--- config.mk ---
export PLATFORM = sky130hd
export DESIGN_NAME = i2c_eeprom_master_sequencer_core_flat
export DESIGN_NICKNAME = d
export VERILOG_FILES = /design/src/design/i2cem_pkg.sv /design/src/design/i2cem_if.sv /design/src/design/i2cem_cfg.sv /design/src/design/i2cem_step.sv /design/src/design/i2c_eeprom_master_sequencer_core.sv /design/src/flat_wrapper.sv
export SDC_FILE = /design/constraint.sdc
export NUM_CORES = 1
export LEC_CHECK = 0
export ABC_AREA = 1
export BUFFER_PORTS_ARGS = -buffer_cell sky130_fd_sc_hd__buf_4
export CAP_MARGIN = 20
export CORE_ASPECT_RATIO = 0.5
export CORE_MARGIN = 2
export CORE_UTILIZATION = 60
export CTS_BUF_LIST = sky130_fd_sc_hd__clkbuf_4
export DETAILED_ROUTE_END_ITERATION = 6
export PLACE_DENSITY = 0.86
export SYNTH_ARGS = -nofsm -noshare
export SYNTH_HDL_FRONTEND = slang
export SYNTH_HIERARCHICAL = 1
export SYNTH_SLANG_ARGS = --single-unit
--- constraint.sdc ---
create_clock -name clk -period 3.9 [get_ports clk]
set_clock_uncertainty 0.2 [all_clocks]
set_input_delay 0.78 -clock clk [delete_from_list [all_inputs] [get_ports clk]]
set_output_delay 0.78 -clock clk [all_outputs]
set_load 0.01 [all_outputs]
--- src/design/i2cem_pkg.sv ---
package i2cem_pkg;

  localparam int unsigned PAGE_BYTES_DEF = 4;
  localparam int unsigned CFG_AW = 5;
  localparam int unsigned CFG_DW = 32;

  typedef enum logic [2:0] {
    PH_IDLE,
    PH_START,
    PH_TX,
    PH_RSTART,
    PH_RX,
    PH_STOP
  } phase_t;

  localparam logic [3:0] SEL_DEVW  = 4'd0;
  localparam logic [3:0] SEL_WORD  = 4'd1;
  localparam logic [3:0] SEL_WBYTE = 4'd2;
  localparam logic [3:0] SEL_PAGE0 = 4'd3;
  localparam logic [3:0] SEL_PAGE1 = 4'd4;
  localparam logic [3:0] SEL_PAGE2 = 4'd5;
  localparam logic [3:0] SEL_PAGE3 = 4'd6;
  localparam logic [3:0] SEL_DEVR  = 4'd12;

  localparam logic [1:0] MODE_BYTE_WR = 2'd0;
  localparam logic [1:0] MODE_PAGE_WR = 2'd1;
  localparam logic [1:0] MODE_RAND_RD = 2'd2;
  localparam logic [1:0] MODE_SEQ_RD  = 2'd3;

  localparam logic [2:0] REG_MODE       = 3'd0;
  localparam logic [2:0] REG_DEV_ADDR   = 3'd1;
  localparam logic [2:0] REG_WORD_ADDR  = 3'd2;
  localparam logic [2:0] REG_WRITE_BYTE = 3'd3;
  localparam logic [2:0] REG_READ_COUNT = 3'd4;
  localparam logic [2:0] REG_PAGE_WORD  = 3'd5;

  localparam logic [1:0]  RST_MODE       = MODE_SEQ_RD;
  localparam logic [6:0]  RST_DEV_ADDR   = 7'd80;
  localparam logic [7:0]  RST_WORD_ADDR  = 8'd85;
  localparam logic [7:0]  RST_WRITE_BYTE = 8'd240;
  localparam logic [7:0]  RST_READ_COUNT = 8'd10;
  localparam logic [31:0] RST_PAGE_WORD  = 32'd296222684;

  typedef struct packed {
    logic [1:0]  mode;
    logic [6:0]  dev_addr;
    logic [7:0]  word_addr;
    logic [7:0]  write_byte;
    logic [7:0]  read_count;
    logic [31:0] page_word;
  } cfg_t;

  typedef struct packed {
    logic start_req;
    logic sda_in;
  } in_item_t;

  typedef struct packed {
    logic       scl;
    logic       sda_drive;
    logic       sda_level;
    logic [7:0] read_byte;
    logic       read_valid;
    logic       read_last;
    logic       busy_res;
    logic       done_res;
  } out_item_t;

  typedef struct packed {
    phase_t     phase;
    logic [1:0] quarter;
    logic [3:0] bitpos;
    logic [3:0] sel;
    logic [7:0] tx_shift;
    logic [7:0] rx_shift;
    logic [7:0] rx_done;
    logic [1:0] lat_mode;
    logic [7:0] lat_count;
  } seq_state_t;

  function automatic logic [7:0] byte_for(input logic [3:0] s, input cfg_t c);
    logic [7:0] b;
    case (s)
      SEL_DEVW:  b = {c.dev_addr, 1'b0};
      SEL_DEVR:  b = {c.dev_addr, 1'b1};
      SEL_WORD:  b = c.word_addr;
      SEL_WBYTE: b = c.write_byte;
      SEL_PAGE0: b = c.page_word[31:24];
      SEL_PAGE1: b = c.page_word[23:16];
      SEL_PAGE2: b = c.page_word[15:8];
      SEL_PAGE3: b = c.page_word[7:0];
      default:   b = 8'd0;
    endcase
    return b;
  endfunction

endpackage

--- src/design/i2cem_if.sv ---
interface i2cem_in_if;
  logic                valid;
  logic                ready;
  i2cem_pkg::in_item_t data;

  modport source (output valid, output data, input ready);
  modport sink (input valid, input data, output ready);
endinterface

interface i2cem_out_if;
  logic                 valid;
  logic                 ready;
  i2cem_pkg::out_item_t data;

  modport source (output valid, output data, input ready);
  modport sink (input valid, input data, output ready);
endinterface

--- src/design/i2cem_cfg.sv ---
module i2cem_cfg (
  input  logic                            clk,
  input  logic                            rst_n,
  input  logic                            psel,
  input  logic                            penable,
  input  logic                            pwrite,
  input  logic [i2cem_pkg::CFG_AW-1:0]    paddr,
  input  logic [i2cem_pkg::CFG_DW-1:0]    pwdata,
  output logic [i2cem_pkg::CFG_DW-1:0]    prdata,
  output logic                            pready,
  output i2cem_pkg::cfg_t                 cfg
);

  i2cem_pkg::cfg_t cfg_r;
  i2cem_pkg::cfg_t cfg_nxt;
  logic [2:0]      reg_idx;
  logic            wr_en;

  assign reg_idx = paddr[4:2];
  assign pready  = 1'b1;
  assign wr_en   = psel && penable && pwrite;
  assign cfg     = cfg_r;

  always_comb begin
    cfg_nxt = cfg_r;
    if (wr_en) begin
      case (reg_idx)
        i2cem_pkg::REG_MODE:       cfg_nxt.mode       = pwdata[1:0];
        i2cem_pkg::REG_DEV_ADDR:   cfg_nxt.dev_addr   = pwdata[6:0];
        i2cem_pkg::REG_WORD_ADDR:  cfg_nxt.word_addr  = pwdata[7:0];
        i2cem_pkg::REG_WRITE_BYTE: cfg_nxt.write_byte = pwdata[7:0];
        i2cem_pkg::REG_READ_COUNT: cfg_nxt.read_count = pwdata[7:0];
        i2cem_pkg::REG_PAGE_WORD:  cfg_nxt.page_word  = pwdata[31:0];
        default: ;
      endcase
    end
  end

  always_comb begin
    case (reg_idx)
      i2cem_pkg::REG_MODE:       prdata = {30'd0, cfg_r.mode};
      i2cem_pkg::REG_DEV_ADDR:   prdata = {25'd0, cfg_r.dev_addr};
      i2cem_pkg::REG_WORD_ADDR:  prdata = {24'd0, cfg_r.word_addr};
      i2cem_pkg::REG_WRITE_BYTE: prdata = {24'd0, cfg_r.write_byte};
      i2cem_pkg::REG_READ_COUNT: prdata = {24'd0, cfg_r.read_count};
      i2cem_pkg::REG_PAGE_WORD:  prdata = cfg_r.page_word;
      default:                   prdata = '0;
    endcase
  end

  always_ff @(posedge clk) begin
    if (!rst_n) begin
      cfg_r.mode       <= i2cem_pkg::RST_MODE;
      cfg_r.dev_addr   <= i2cem_pkg::RST_DEV_ADDR;
      cfg_r.word_addr  <= i2cem_pkg::RST_WORD_ADDR;
      cfg_r.write_byte <= i2cem_pkg::RST_WRITE_BYTE;
      cfg_r.read_count <= i2cem_pkg::RST_READ_COUNT;
      cfg_r.page_word  <= i2cem_pkg::RST_PAGE_WORD;
    end else begin
      cfg_r <= cfg_nxt;
    end
  end

endmodule

--- src/design/i2cem_step.sv ---
module i2cem_step #(
  parameter int unsigned PAGE_BYTES = i2cem_pkg::PAGE_BYTES_DEF
) (
  input  i2cem_pkg::seq_state_t st,
  input  i2cem_pkg::cfg_t       cfg,
  input  i2cem_pkg::in_item_t   item,
  output i2cem_pkg::seq_state_t st_nxt,
  output i2cem_pkg::out_item_t  res
);

  localparam logic [3:0] PAGE_END = 4'(PAGE_BYTES + 2);

  logic       last_q;
  logic       mid_high;
  logic       rx_last;
  logic [3:0] bp_inc;
  logic [7:0] shift_in;

  assign last_q   = (st.quarter == 2'd3);
  assign mid_high = (st.quarter == 2'd1) || (st.quarter == 2'd2);
  assign rx_last  = ({1'b0, st.rx_done} + 9'd1) >= {1'b0, st.lat_count};
  assign bp_inc   = st.bitpos + 4'd1;
  assign shift_in = {st.rx_shift[6:0], item.sda_in};

  always_comb begin
    logic       do_begin;
    logic [3:0] begin_sel;
    logic [1:0] q_cur;

    do_begin  = 1'b0;
    begin_sel = i2cem_pkg::SEL_DEVW;
    q_cur     = st.quarter;
    st_nxt    = st;
    res       = '0;
    res.scl       = 1'b1;
    res.sda_drive = 1'b1;
    res.sda_level = 1'b1;
    res.busy_res  = (st.phase != i2cem_pkg::PH_IDLE);

    case (st.phase)
      i2cem_pkg::PH_START, i2cem_pkg::PH_RSTART: begin
        res.scl       = (st.quarter == 2'd0) ? (st.phase == i2cem_pkg::PH_START) : !last_q;
        res.sda_level = !st.quarter[1];
        if (last_q) begin
          do_begin  = 1'b1;
          begin_sel = (st.phase == i2cem_pkg::PH_RSTART) ? i2cem_pkg::SEL_DEVR
                                                         : i2cem_pkg::SEL_DEVW;
        end
      end
      i2cem_pkg::PH_TX: begin
        res.scl = mid_high;
        if (!st.bitpos[3]) begin
          res.sda_level = st.tx_shift[~st.bitpos[2:0]];
        end else begin
          res.sda_drive = 1'b0;
          res.sda_level = 1'b0;
        end
        if (last_q) begin
          st_nxt.bitpos = bp_inc;
          if (bp_inc >= 4'd9) begin
            case (st.sel)
              i2cem_pkg::SEL_DEVW: begin
                do_begin  = 1'b1;
                begin_sel = i2cem_pkg::SEL_WORD;
              end
              i2cem_pkg::SEL_WORD: begin
                if (st.lat_mode[1]) begin
                  st_nxt.phase = i2cem_pkg::PH_RSTART;
                end else begin
                  do_begin  = 1'b1;
                  begin_sel = i2cem_pkg::SEL_WBYTE;
                end
              end
              i2cem_pkg::SEL_WBYTE: begin
                if (st.lat_mode == i2cem_pkg::MODE_PAGE_WR) begin
                  do_begin  = 1'b1;
                  begin_sel = i2cem_pkg::SEL_PAGE0;
                end else begin
                  st_nxt.phase = i2cem_pkg::PH_STOP;
                end
              end
              i2cem_pkg::SEL_DEVR: begin
                st_nxt.phase    = i2cem_pkg::PH_RX;
                st_nxt.bitpos   = 4'd0;
                st_nxt.rx_shift = 8'd0;
                st_nxt.rx_done  = 8'd0;
              end
              default: begin
                if (st.sel < PAGE_END) begin
                  do_begin  = 1'b1;
                  begin_sel = st.sel + 4'd1;
                end else begin
                  st_nxt.phase = i2cem_pkg::PH_STOP;
                end
              end
            endcase
          end
        end
      end
      i2cem_pkg::PH_RX: begin
        res.scl = mid_high;
        if (!st.bitpos[3]) begin
          res.sda_drive = 1'b0;
          res.sda_level = 1'b0;
          if (st.quarter == 2'd2) begin
            st_nxt.rx_shift = shift_in;
            if (st.bitpos == 4'd7) begin
              res.read_valid = 1'b1;
              res.read_byte  = shift_in;
              res.read_last  = rx_last;
            end
          end
        end else begin
          res.sda_level = rx_last;
        end
        if (last_q) begin
          st_nxt.bitpos = bp_inc;
          if (bp_inc >= 4'd9) begin
            st_nxt.rx_done  = st.rx_done + 8'd1;
            st_nxt.bitpos   = 4'd0;
            st_nxt.rx_shift = 8'd0;
            if (rx_last) begin
              st_nxt.phase = i2cem_pkg::PH_STOP;
            end
          end
        end
      end
      i2cem_pkg::PH_STOP: begin
        res.scl       = (st.quarter != 2'd0);
        res.sda_level = last_q;
        if (last_q) begin
          res.done_res = 1'b1;
          st_nxt.phase = i2cem_pkg::PH_IDLE;
        end
      end
      default: begin
        st_nxt.phase = i2cem_pkg::PH_IDLE;
        if (item.start_req) begin
          st_nxt.lat_mode = cfg.mode;
          if (cfg.mode == i2cem_pkg::MODE_RAND_RD || cfg.read_count == 8'd0) begin
            st_nxt.lat_count = 8'd1;
          end else begin
            st_nxt.lat_count = cfg.read_count;
          end
          st_nxt.phase = i2cem_pkg::PH_START;
          q_cur        = 2'd3;
        end
      end
    endcase

    if (do_begin) begin
      st_nxt.sel      = begin_sel;
      st_nxt.tx_shift = i2cem_pkg::byte_for(begin_sel, cfg);
      st_nxt.bitpos   = 4'd0;
      st_nxt.phase    = i2cem_pkg::PH_TX;
    end
    st_nxt.quarter = q_cur + 2'd1;
  end

endmodule

--- src/design/i2c_eeprom_master_sequencer_core.sv ---
// I2C master sequencer for a serial EEPROM: byte write, page write, random
// read and sequential read.
// Input channel in_if: one item per bus tick, carrying start_req and the
// sampled SDA level. Result channel out_if: one item per input item, with
// the SCL level, SDA drive and level, received byte flags and busy/done.
// Configuration: APB-style registers (mode, dev_addr, word_addr, write_byte,
// read_count, page_word) at byte addresses 0, 4, ... 20; pready is always
// high, writes land in the access cycle. Change registers only while idle.
// An accepted item is held in the input register, then stepped into the
// result register and offered on out_if until it is taken.
// Throughput: one item per cycle while out_if.ready is high; sequencer state
// is updated by one level of logic between the input and result registers.
// Each bus bit spans four items; a start pulse accepted while idle begins the
// transaction on the following tick.
// Reset (synchronous, rst_n low): both stages empty, sequencer idle,
// registers at their defaults.
// Stall: while out_if.ready is low the result holds and the input stage
// still takes one more item; the sequencer does not advance meanwhile.
module i2c_eeprom_master_sequencer_core #(
  parameter int unsigned PAGE_BYTES = i2cem_pkg::PAGE_BYTES_DEF
) (
  input  logic                         clk,
  input  logic                         rst_n,
  i2cem_in_if.sink                     in_if,
  i2cem_out_if.source                  out_if,
  input  logic                         psel,
  input  logic                         penable,
  input  logic                         pwrite,
  input  logic [i2cem_pkg::CFG_AW-1:0] paddr,
  input  logic [i2cem_pkg::CFG_DW-1:0] pwdata,
  output logic [i2cem_pkg::CFG_DW-1:0] prdata,
  output logic                         pready
);

  i2cem_pkg::cfg_t       cfg;
  i2cem_pkg::seq_state_t state_r;
  i2cem_pkg::seq_state_t state_nxt;
  i2cem_pkg::in_item_t   in_data_r;
  i2cem_pkg::in_item_t   in_data_nxt;
  i2cem_pkg::out_item_t  out_data_r;
  i2cem_pkg::out_item_t  out_data_nxt;
  i2cem_pkg::seq_state_t step_state;
  i2cem_pkg::out_item_t  step_res;
  logic                  in_v_r;
  logic                  in_v_nxt;
  logic                  out_v_r;
  logic                  out_v_nxt;
  logic                  in_fire;
  logic                  advance;

  i2cem_cfg u_cfg (
    .clk     (clk),
    .rst_n   (rst_n),
    .psel    (psel),
    .penable (penable),
    .pwrite  (pwrite),
    .paddr   (paddr),
    .pwdata  (pwdata),
    .prdata  (prdata),
    .pready  (pready),
    .cfg     (cfg)
  );

  i2cem_step #(
    .PAGE_BYTES (PAGE_BYTES)
  ) u_step (
    .st     (state_r),
    .cfg    (cfg),
    .item   (in_data_r),
    .st_nxt (step_state),
    .res    (step_res)
  );

  assign advance      = in_v_r && (!out_v_r || out_if.ready);
  assign in_if.ready  = !in_v_r || advance;
  assign in_fire      = in_if.valid && in_if.ready;
  assign out_if.valid = out_v_r;
  assign out_if.data  = out_data_r;

  always_comb begin
    in_v_nxt     = in_v_r;
    in_data_nxt  = in_data_r;
    out_v_nxt    = out_v_r;
    out_data_nxt = out_data_r;
    state_nxt    = state_r;
    if (out_if.ready) begin
      out_v_nxt = 1'b0;
    end
    if (advance) begin
      in_v_nxt     = 1'b0;
      out_v_nxt    = 1'b1;
      out_data_nxt = step_res;
      state_nxt    = step_state;
    end
    if (in_fire) begin
      in_v_nxt    = 1'b1;
      in_data_nxt = in_if.data;
    end
  end

  always_ff @(posedge clk) begin
    if (!rst_n) begin
      in_v_r            <= 1'b0;
      out_v_r           <= 1'b0;
      state_r.phase     <= i2cem_pkg::PH_IDLE;
      state_r.quarter   <= 2'd0;
      state_r.bitpos    <= 4'd0;
      state_r.sel       <= i2cem_pkg::SEL_DEVW;
      state_r.tx_shift  <= 8'd0;
      state_r.rx_shift  <= 8'd0;
      state_r.rx_done   <= 8'd0;
      state_r.lat_mode  <= i2cem_pkg::MODE_BYTE_WR;
      state_r.lat_count <= 8'd1;
    end else begin
      in_v_r  <= in_v_nxt;
      out_v_r <= out_v_nxt;
      state_r <= state_nxt;
    end
  end

  always_ff @(posedge clk) begin
    in_data_r  <= in_data_nxt;
    out_data_r <= out_data_nxt;
  end

endmodule

--- src/flat_wrapper.sv ---
// flat-port wrapper written by rule: the top's interface ports become plain ports
module i2c_eeprom_master_sequencer_core_flat 
#(
  parameter int unsigned PAGE_BYTES = i2cem_pkg::PAGE_BYTES_DEF
)
  (clk, rst_n, psel, penable, pwrite, paddr, pwdata, prdata, pready, in_if_valid, in_if_data, in_if_ready, out_if_valid, out_if_data, out_if_ready);
  i2cem_in_if in_if_i ();
  i2cem_out_if out_if_i ();
  input  logic clk;
  input  logic rst_n;
  input  logic psel;
  input  logic penable;
  input  logic pwrite;
  input  logic [i2cem_pkg::CFG_AW-1:0] paddr;
  input  logic [i2cem_pkg::CFG_DW-1:0] pwdata;
  output logic [i2cem_pkg::CFG_DW-1:0] prdata;
  output logic pready;
  input wire logic [$bits(in_if_i.valid)-1:0] in_if_valid;
  input wire logic [$bits(in_if_i.data)-1:0] in_if_data;
  output wire logic [$bits(in_if_i.ready)-1:0] in_if_ready;
  output wire logic [$bits(out_if_i.valid)-1:0] out_if_valid;
  output wire logic [$bits(out_if_i.data)-1:0] out_if_data;
  input wire logic [$bits(out_if_i.ready)-1:0] out_if_ready;
  assign in_if_i.valid = in_if_valid;
  assign in_if_i.data = in_if_data;
  assign in_if_ready = in_if_i.ready;
  assign out_if_valid = out_if_i.valid;
  assign out_if_data = out_if_i.data;
  assign out_if_i.ready = out_if_ready;
  i2c_eeprom_master_sequencer_core #(.PAGE_BYTES(PAGE_BYTES)) u_core (.clk(clk), .rst_n(rst_n), .in_if(in_if_i), .out_if(out_if_i), .psel(psel), .penable(penable), .pwrite(pwrite), .paddr(paddr), .pwdata(pwdata), .prdata(prdata), .pready(pready));
endmodule
==> impl_results.md, run 1 <==
* Outcome: finished, final reports clean
* DIE HEIGHT at 87.4 um
* Number of global-route vias before repair at 7072
* Most common cell after layout, fill and taps aside: nand2_1
* Later-pin clock latency in the skew report at 540 ps
* Leak at 4.48 nW
* RSZ-0062 raised after global routing: false
* Area of the multi-input gates at 0.00433 mm2
* Final wirelength at 21.2 mm
* Worst Reg-to-Reg Cells at 18
* Effective utilization at floorplan at 0.616
* H-tree levels at 4
* CP arrival at 3360 ps
* Place WS at 887 ps
* Wire length on met2 at 9.48 mm
* Crit start category: register
* Max clock buf depth at 2
* IO Count at 96
* Hold path depth at 1
* R2R setup slack at 770 ps
* 1st-pass router iterations at 7
* Top routing layer in use: met4
* Worst hold path type: input pin to register
* Post-Syn Area at 0.00835 mm2
* Cells after Synth at 1289
* HPWL Detailed at 14.6 mm
* CTS Hold Bufs at 0
* Global Route Usage Sum at 0.283
* IO buf count at 92
* Routed len/inst at 13.7 um
* Post-route antenna net violation count at 0
* Routability Congestion at 0.951
* Maxcap violations at 0
* Die X at 171 um
* WL met3 at 1.60 mm
* Mean Syn Cell Area at 6.48 um2
* Hold endpoint: u_core/in_data_r[1]
* DRC at 0
* Setup bufs post-CTS at 0
* Worst reg2reg path startpoint: u_core/state_r[38]
* Clock transition at path regs at 120 ps
* CTS buffer count at 17
* Routed vias at 8432
* Wl on met1 at 9.74 mm
* Gr ovfl total at 0
* CTS Root Cell: clkbuf_4
* WP data required at 4130 ps
* DRT iter0 DRCs at 988
* First-pass GRT wire length at 33.8 mm
* Fin nets at 1404
* Yosys synthesis warning count at 6
* Worst Slack Setup Final at 768 ps
* Crit. End Element: register
* Commonest non-fill, non-tap cells in the layout: nand2_1, nor2_1, inv_1, nand3_1, dfxtp_1
* Diode count at 0
* Sink Count at 130
* VDD IR-drop max at 154 uV
* Final Max Tran Viols at 0
* Final Hold Vio Count at 0
* Max Fclk at 0.319 GHz
* Num rows at 30
* Crit path kind: register to register
* TritonCTS clock tree: built
* Maximum number of pins on one net before global-route repair at 113
* Pwr/cell area at 328 mW/mm2
* Share of layout cells above drive strength 1 at 0.132
* Vias per cell at 5.46
* RR Endpoint: u_core/state_r[32]
* Layout area overhead at 10.2%
* CP Max Fanout at 24
* Period utilisation layout at 0.803
* Final min period at 3130 ps
* Final setup viols at 0
* Final setup TNS at 0 ps
* Initial antenna violation count at 0
* Register area at 0.00277 mm2
* Post-synthesis net count at 1353
* Die ar. at 0.0149 mm2
* Core area at 0.0136 mm2
* Slew @ Worst Pin at 886 ps
* Hold Startpoint: in_if_data[1]
* Fill cells at 1182
* Slew headroom at 0.409
* CTS resizes at 0
layout make-up:
type                    count  share of cell area
repair buffers            101              0.0846
clock inverters            15              0.0205
well taps                 192              0.0261
flip-flops and latches    130               0.302
inverters                 199              0.0819
clock buffers              17              0.0139
multi-input cells         891               0.471
power breakdown:
group          switching (mW)  leakage (nW)  internal [mW]
Combinational           0.326          3.24          0.196
Clock                   0.529         0.167          0.504
Sequential             0.0501          1.08           1.41
sequential cells by signal, indices dropped and copies added (netlist names):
name and cells:
u_core/u_cfg/cfg 65, u_core/out_if.data 15, u_core/out_if.valid 1, u_core/state_r 46, u_core/in_v_r 1, u_core/in_data_r 2
per-stage QoR:
stage / cells / cell area, um2 / hold slack (ps) / utilization / power [mW]
2_1_floorplan: 1289 / 8350 / 250 / - / 1.86
3_3_place_gp: 1512 / 8850 / 259 / 0.653 / 1.98
3_5_place_dp: 1512 / 8850 / 278 / 0.653 / 2.00
4_1_cts: 1544 / 9170 / 184 / 0.677 / 3.02
5_1_grt: 1545 / 9200 / 156 / 0.679 / 3.17
6_report: 1545 / 9200 / 212 / 0.679 / 3.01
worst max-delay path, stage by stage (launching register included):
cell      delay [ps]
dfxtp_1          570
inv_1            170
ha_1             230
nor2_1           100
nor2_1            70
nand2_4          110
inv_1            150
nand2_2          180
clkinv_2         300
nand4_1          220
nand2_1           90
nor2_1           150
nand2_1          100
nand2_1           70
nand2_1           50
inv_1             40
nand3_1           70
nand2_1          110
nor2_1            40
how the worst max path moves through the flow:
stage	from	endpoint	slack [ps]	cells after the start
3_3_place_gp	paddr[2]	prdata[3]	910	7
3_5_place_dp	u_core/state_r[38]	u_core/state_r[32]	890	18
4_1_cts	u_core/state_r[38]	u_core/state_r[32]	850	18
5_1_grt	u_core/state_r[38]	u_core/state_r[31]	500	18
2_1_floorplan	paddr[3]	prdata[10]	1410	6
6_report	u_core/state_r[38]	u_core/state_r[32]	770	18
routing by layer:
layer / up-vias / global-route usage
li1: 4220 / -
met1: 3815 / 0.393
met2: 350 / 0.452
met3: 47 / 0.0545
met4: 0 / 0.0777
met5: - / 0
No activity file was read; power rests on OpenSTA's default activity.
==> inputs of run 2 (changes only) <==
- clock period: 3.9 -> 3.23 ns (I/O delays scaled with it)
==> run 2 against run 1 <==
Wire length up 1.5%. Clock power up 5%. Sequential cell count unchanged. Critical endpoint is now u_core/state_r[31]. Worst hold slack worse by 140 ps. Global-route usage up 0.77 points. Critical path depth down 1. Combinational power up 20%. Via count up 0.66%.
==> impl_results.md, run 2 (synthesis results as in run 1) <==
* Outcome: finished, final reports clean
* DIE HEIGHT at 87.4 um (unchanged)
* CP Max Fanout at 24 (unchanged)
* Worst Reg-to-Reg Cells at 17 (-1)
* WHS at 71.4 ps (-140 ps)
* Sink Count at 130 (unchanged)
* Worst hold path type: input pin to register
* WP data required at 3520 ps (-610 ps)
* Post-route antenna net violation count at 0 (unchanged)
* Die ar. at 0.0149 mm2 (unchanged)
* Most common cell after layout, fill and taps aside: nand2_1
* VDD IR-drop max at 178 uV (+16%)
* Final Max Tran Viols at 0 (unchanged)
* Final setup viols at 0 (unchanged)
* WL met3 at 1.78 mm (+11%)
* Hold endpoint: u_core/in_data_r[1]
* CTS buffer count at 17 (unchanged)
* Routed vias at 8488 (+0.66%)
* Clock transition at path regs at 140 ps (+20 ps)
* Layout area overhead at 10.4%
* HPWL Detailed at 14.9 mm (+1.7%)
* Final wirelength at 21.5 mm (+1.5%)
* CTS Hold Bufs at 0 (unchanged)
* Combinational fraction of design power at 0.180 (+0.007)
* Final Hold Vio Count at 0 (unchanged)
* Gr ovfl total at 0 (unchanged)
* Max reg flops at 65 (unchanged)
* Period utilisation layout at 0.939 (+0.136)
* TritonCTS clock tree: built
* Clk pwr share at 0.310 (-0.033)
* Sw power at 1.19 mW (+32%)
* Initial antenna violation count at 0 (unchanged)
* Vias per cell at 5.47 (+0.15%)
* RR Endpoint: u_core/state_r[31]
* Commonest non-fill, non-tap cells in the layout: nand2_1, nor2_1, inv_1, nand3_1, dfxtp_1
* Hold Startpoint: in_if_data[1]
* Share of layout cells above drive strength 1 at 0.140 (+0.00804)
* Slew headroom at 0.427 (+0.0171)
* Top routing layer in use: met4
* Crit. End Element: register
* Area of the multi-input gates at 0.00435 mm2 (+0.35%)
* Max clock buf depth at 2 (unchanged)
* R2R setup slack at 200 ps (-570 ps)
* Core area at 0.0136 mm2 (unchanged)
* Pwr/cell area at 377 mW/mm2 (+15%)
* Num rows at 30 (unchanged)
* Slew @ Worst Pin at 860 ps (-25.7 ps)
* Max Fclk at 0.330 GHz (+3.3%)
* Crit path kind: register to register
* Routability Congestion at 0.948 (-0.32%)
* Effective utilization at floorplan at 0.616 (unchanged)
* Wl on met1 at 9.83 mm (+0.92%)
* First-pass GRT wire length at 34.6 mm (+2.2%)
* Maxcap violations at 0 (unchanged)
* Leak at 4.49 nW (+0.18%)
* Hold path depth at 1 (unchanged)
* Maximum number of pins on one net before global-route repair at 93 (-18%)
* IO buf count at 92 (unchanged)
* Diode count at 0 (unchanged)
* DRT iter0 DRCs at 1018 (+3.0%)
* Die X at 171 um (unchanged)
* Later-pin clock latency in the skew report at 560 ps (+20 ps)
* Net Sw Frac at 0.343 (+0.0428)
* Routed len/inst at 13.8 um (+1.0%)
* H-tree levels at 4 (unchanged)
* Fill cells at 1200 (+1.5%)
* Final min period at 3030 ps (-99.7 ps)
* IO Count at 96 (unchanged)
* Crit start category: register
* Wire length on met2 at 9.46 mm (-0.17%)
* Fin nets at 1412 (+0.57%)
* DRC at 0 (unchanged)
* CP arrival at 3330 ps (-30 ps)
* Register area at 0.00278 mm2 (about the same)
* Internal at 2.28 mW (+8.1%)
* Worst reg2reg path startpoint: u_core/state_r[35]
* Global Route Usage Sum at 0.290 (+0.00774)
* Final setup TNS at 0 ps (unchanged)
* 1st-pass router iterations at 6 (-1)
* Register share of total power at 0.510 (+0.026)
* Number of global-route vias before repair at 7155 (+1.2%)
* CTS Root Cell: clkbuf_4
run 2: layout make-up:
| class | count | share of cell area |
|---|---|---|
| multi-input combinational | 891 | 0.472 |
| clock inverter | 15 | 0.0148 |
| timing repair buffer | 109 | 0.0902 |
| clock buffer | 17 | 0.0139 |
| tap | 192 | 0.0261 |
| sequential | 130 | 0.301 |
| inverter | 199 | 0.0818 |
run 2: power by group through the flow:
stage | logic, mW | clock network [mW] | registers [mW]
floorplan | 0.458 | 0 | 1.78
global placement | 0.589 | 0 | 1.80
detailed placement | 0.614 | 0 | 1.80
CTS | 0.617 | 1.08 | 1.77
global route | 0.701 | 1.16 | 1.78
finish | 0.624 | 1.08 | 1.77
run 2: routing by layer:
metal	vias to the layer above	GRT usage
met4	0	0.0979
met3	45	0.0500
li1	4228	-
met5	-	0
met2	416	0.458
met1	3799	0.405
run 2: worst max-delay path by stage:
stage                        from                  to  slack [ps]  cells past startpoint
2_1_floorplan  u_core/state_r[10]  u_core/state_r[44]         860                     20
3_3_place_gp   u_core/state_r[38]  u_core/state_r[30]         360                     18
3_5_place_dp   u_core/state_r[38]  u_core/state_r[28]         270                     18
4_1_cts        u_core/state_r[38]  u_core/state_r[28]         230                     18
5_1_grt        u_core/state_r[35]  u_core/state_r[33]         -10                     17
6_report       u_core/state_r[35]  u_core/state_r[31]         200                     17
run 2: stage by stage:
step	std cells	instance area [um2]	utilization	total power, mW	worst slack (ps)
5_1_grt	1553	9210	0.680	3.64	-9.64
3_3_place_gp	1517	8900	0.657	2.39	358
6_report	1553	9210	0.680	3.47	197
4_1_cts	1549	9170	0.676	3.47	228
2_1_floorplan	1289	8350	-	2.24	859
3_5_place_dp	1517	8900	0.657	2.42	268
run 2: repair_timing:
action / in CTS / in global routing
resized for setup: 0 / 4
setup endpoints to repair: 0 / 8
setup buffers: 0 / 4
run 2: critical path, stage by stage, from the launching register on:
cell	delay (ps)
dfxtp_1	430
inv_1	110
ha_1	240
o21ai_2	200
nand3_1	180
nor2_1	330
nand2_2	190
clkinv_2	280
nand4_1	140
nand2_1	110
nor2_1	60
nand2_1	110
nand2_1	80
nand2_1	60
inv_1	30
nand3_1	70
nand2_1	60
nor2_1	100
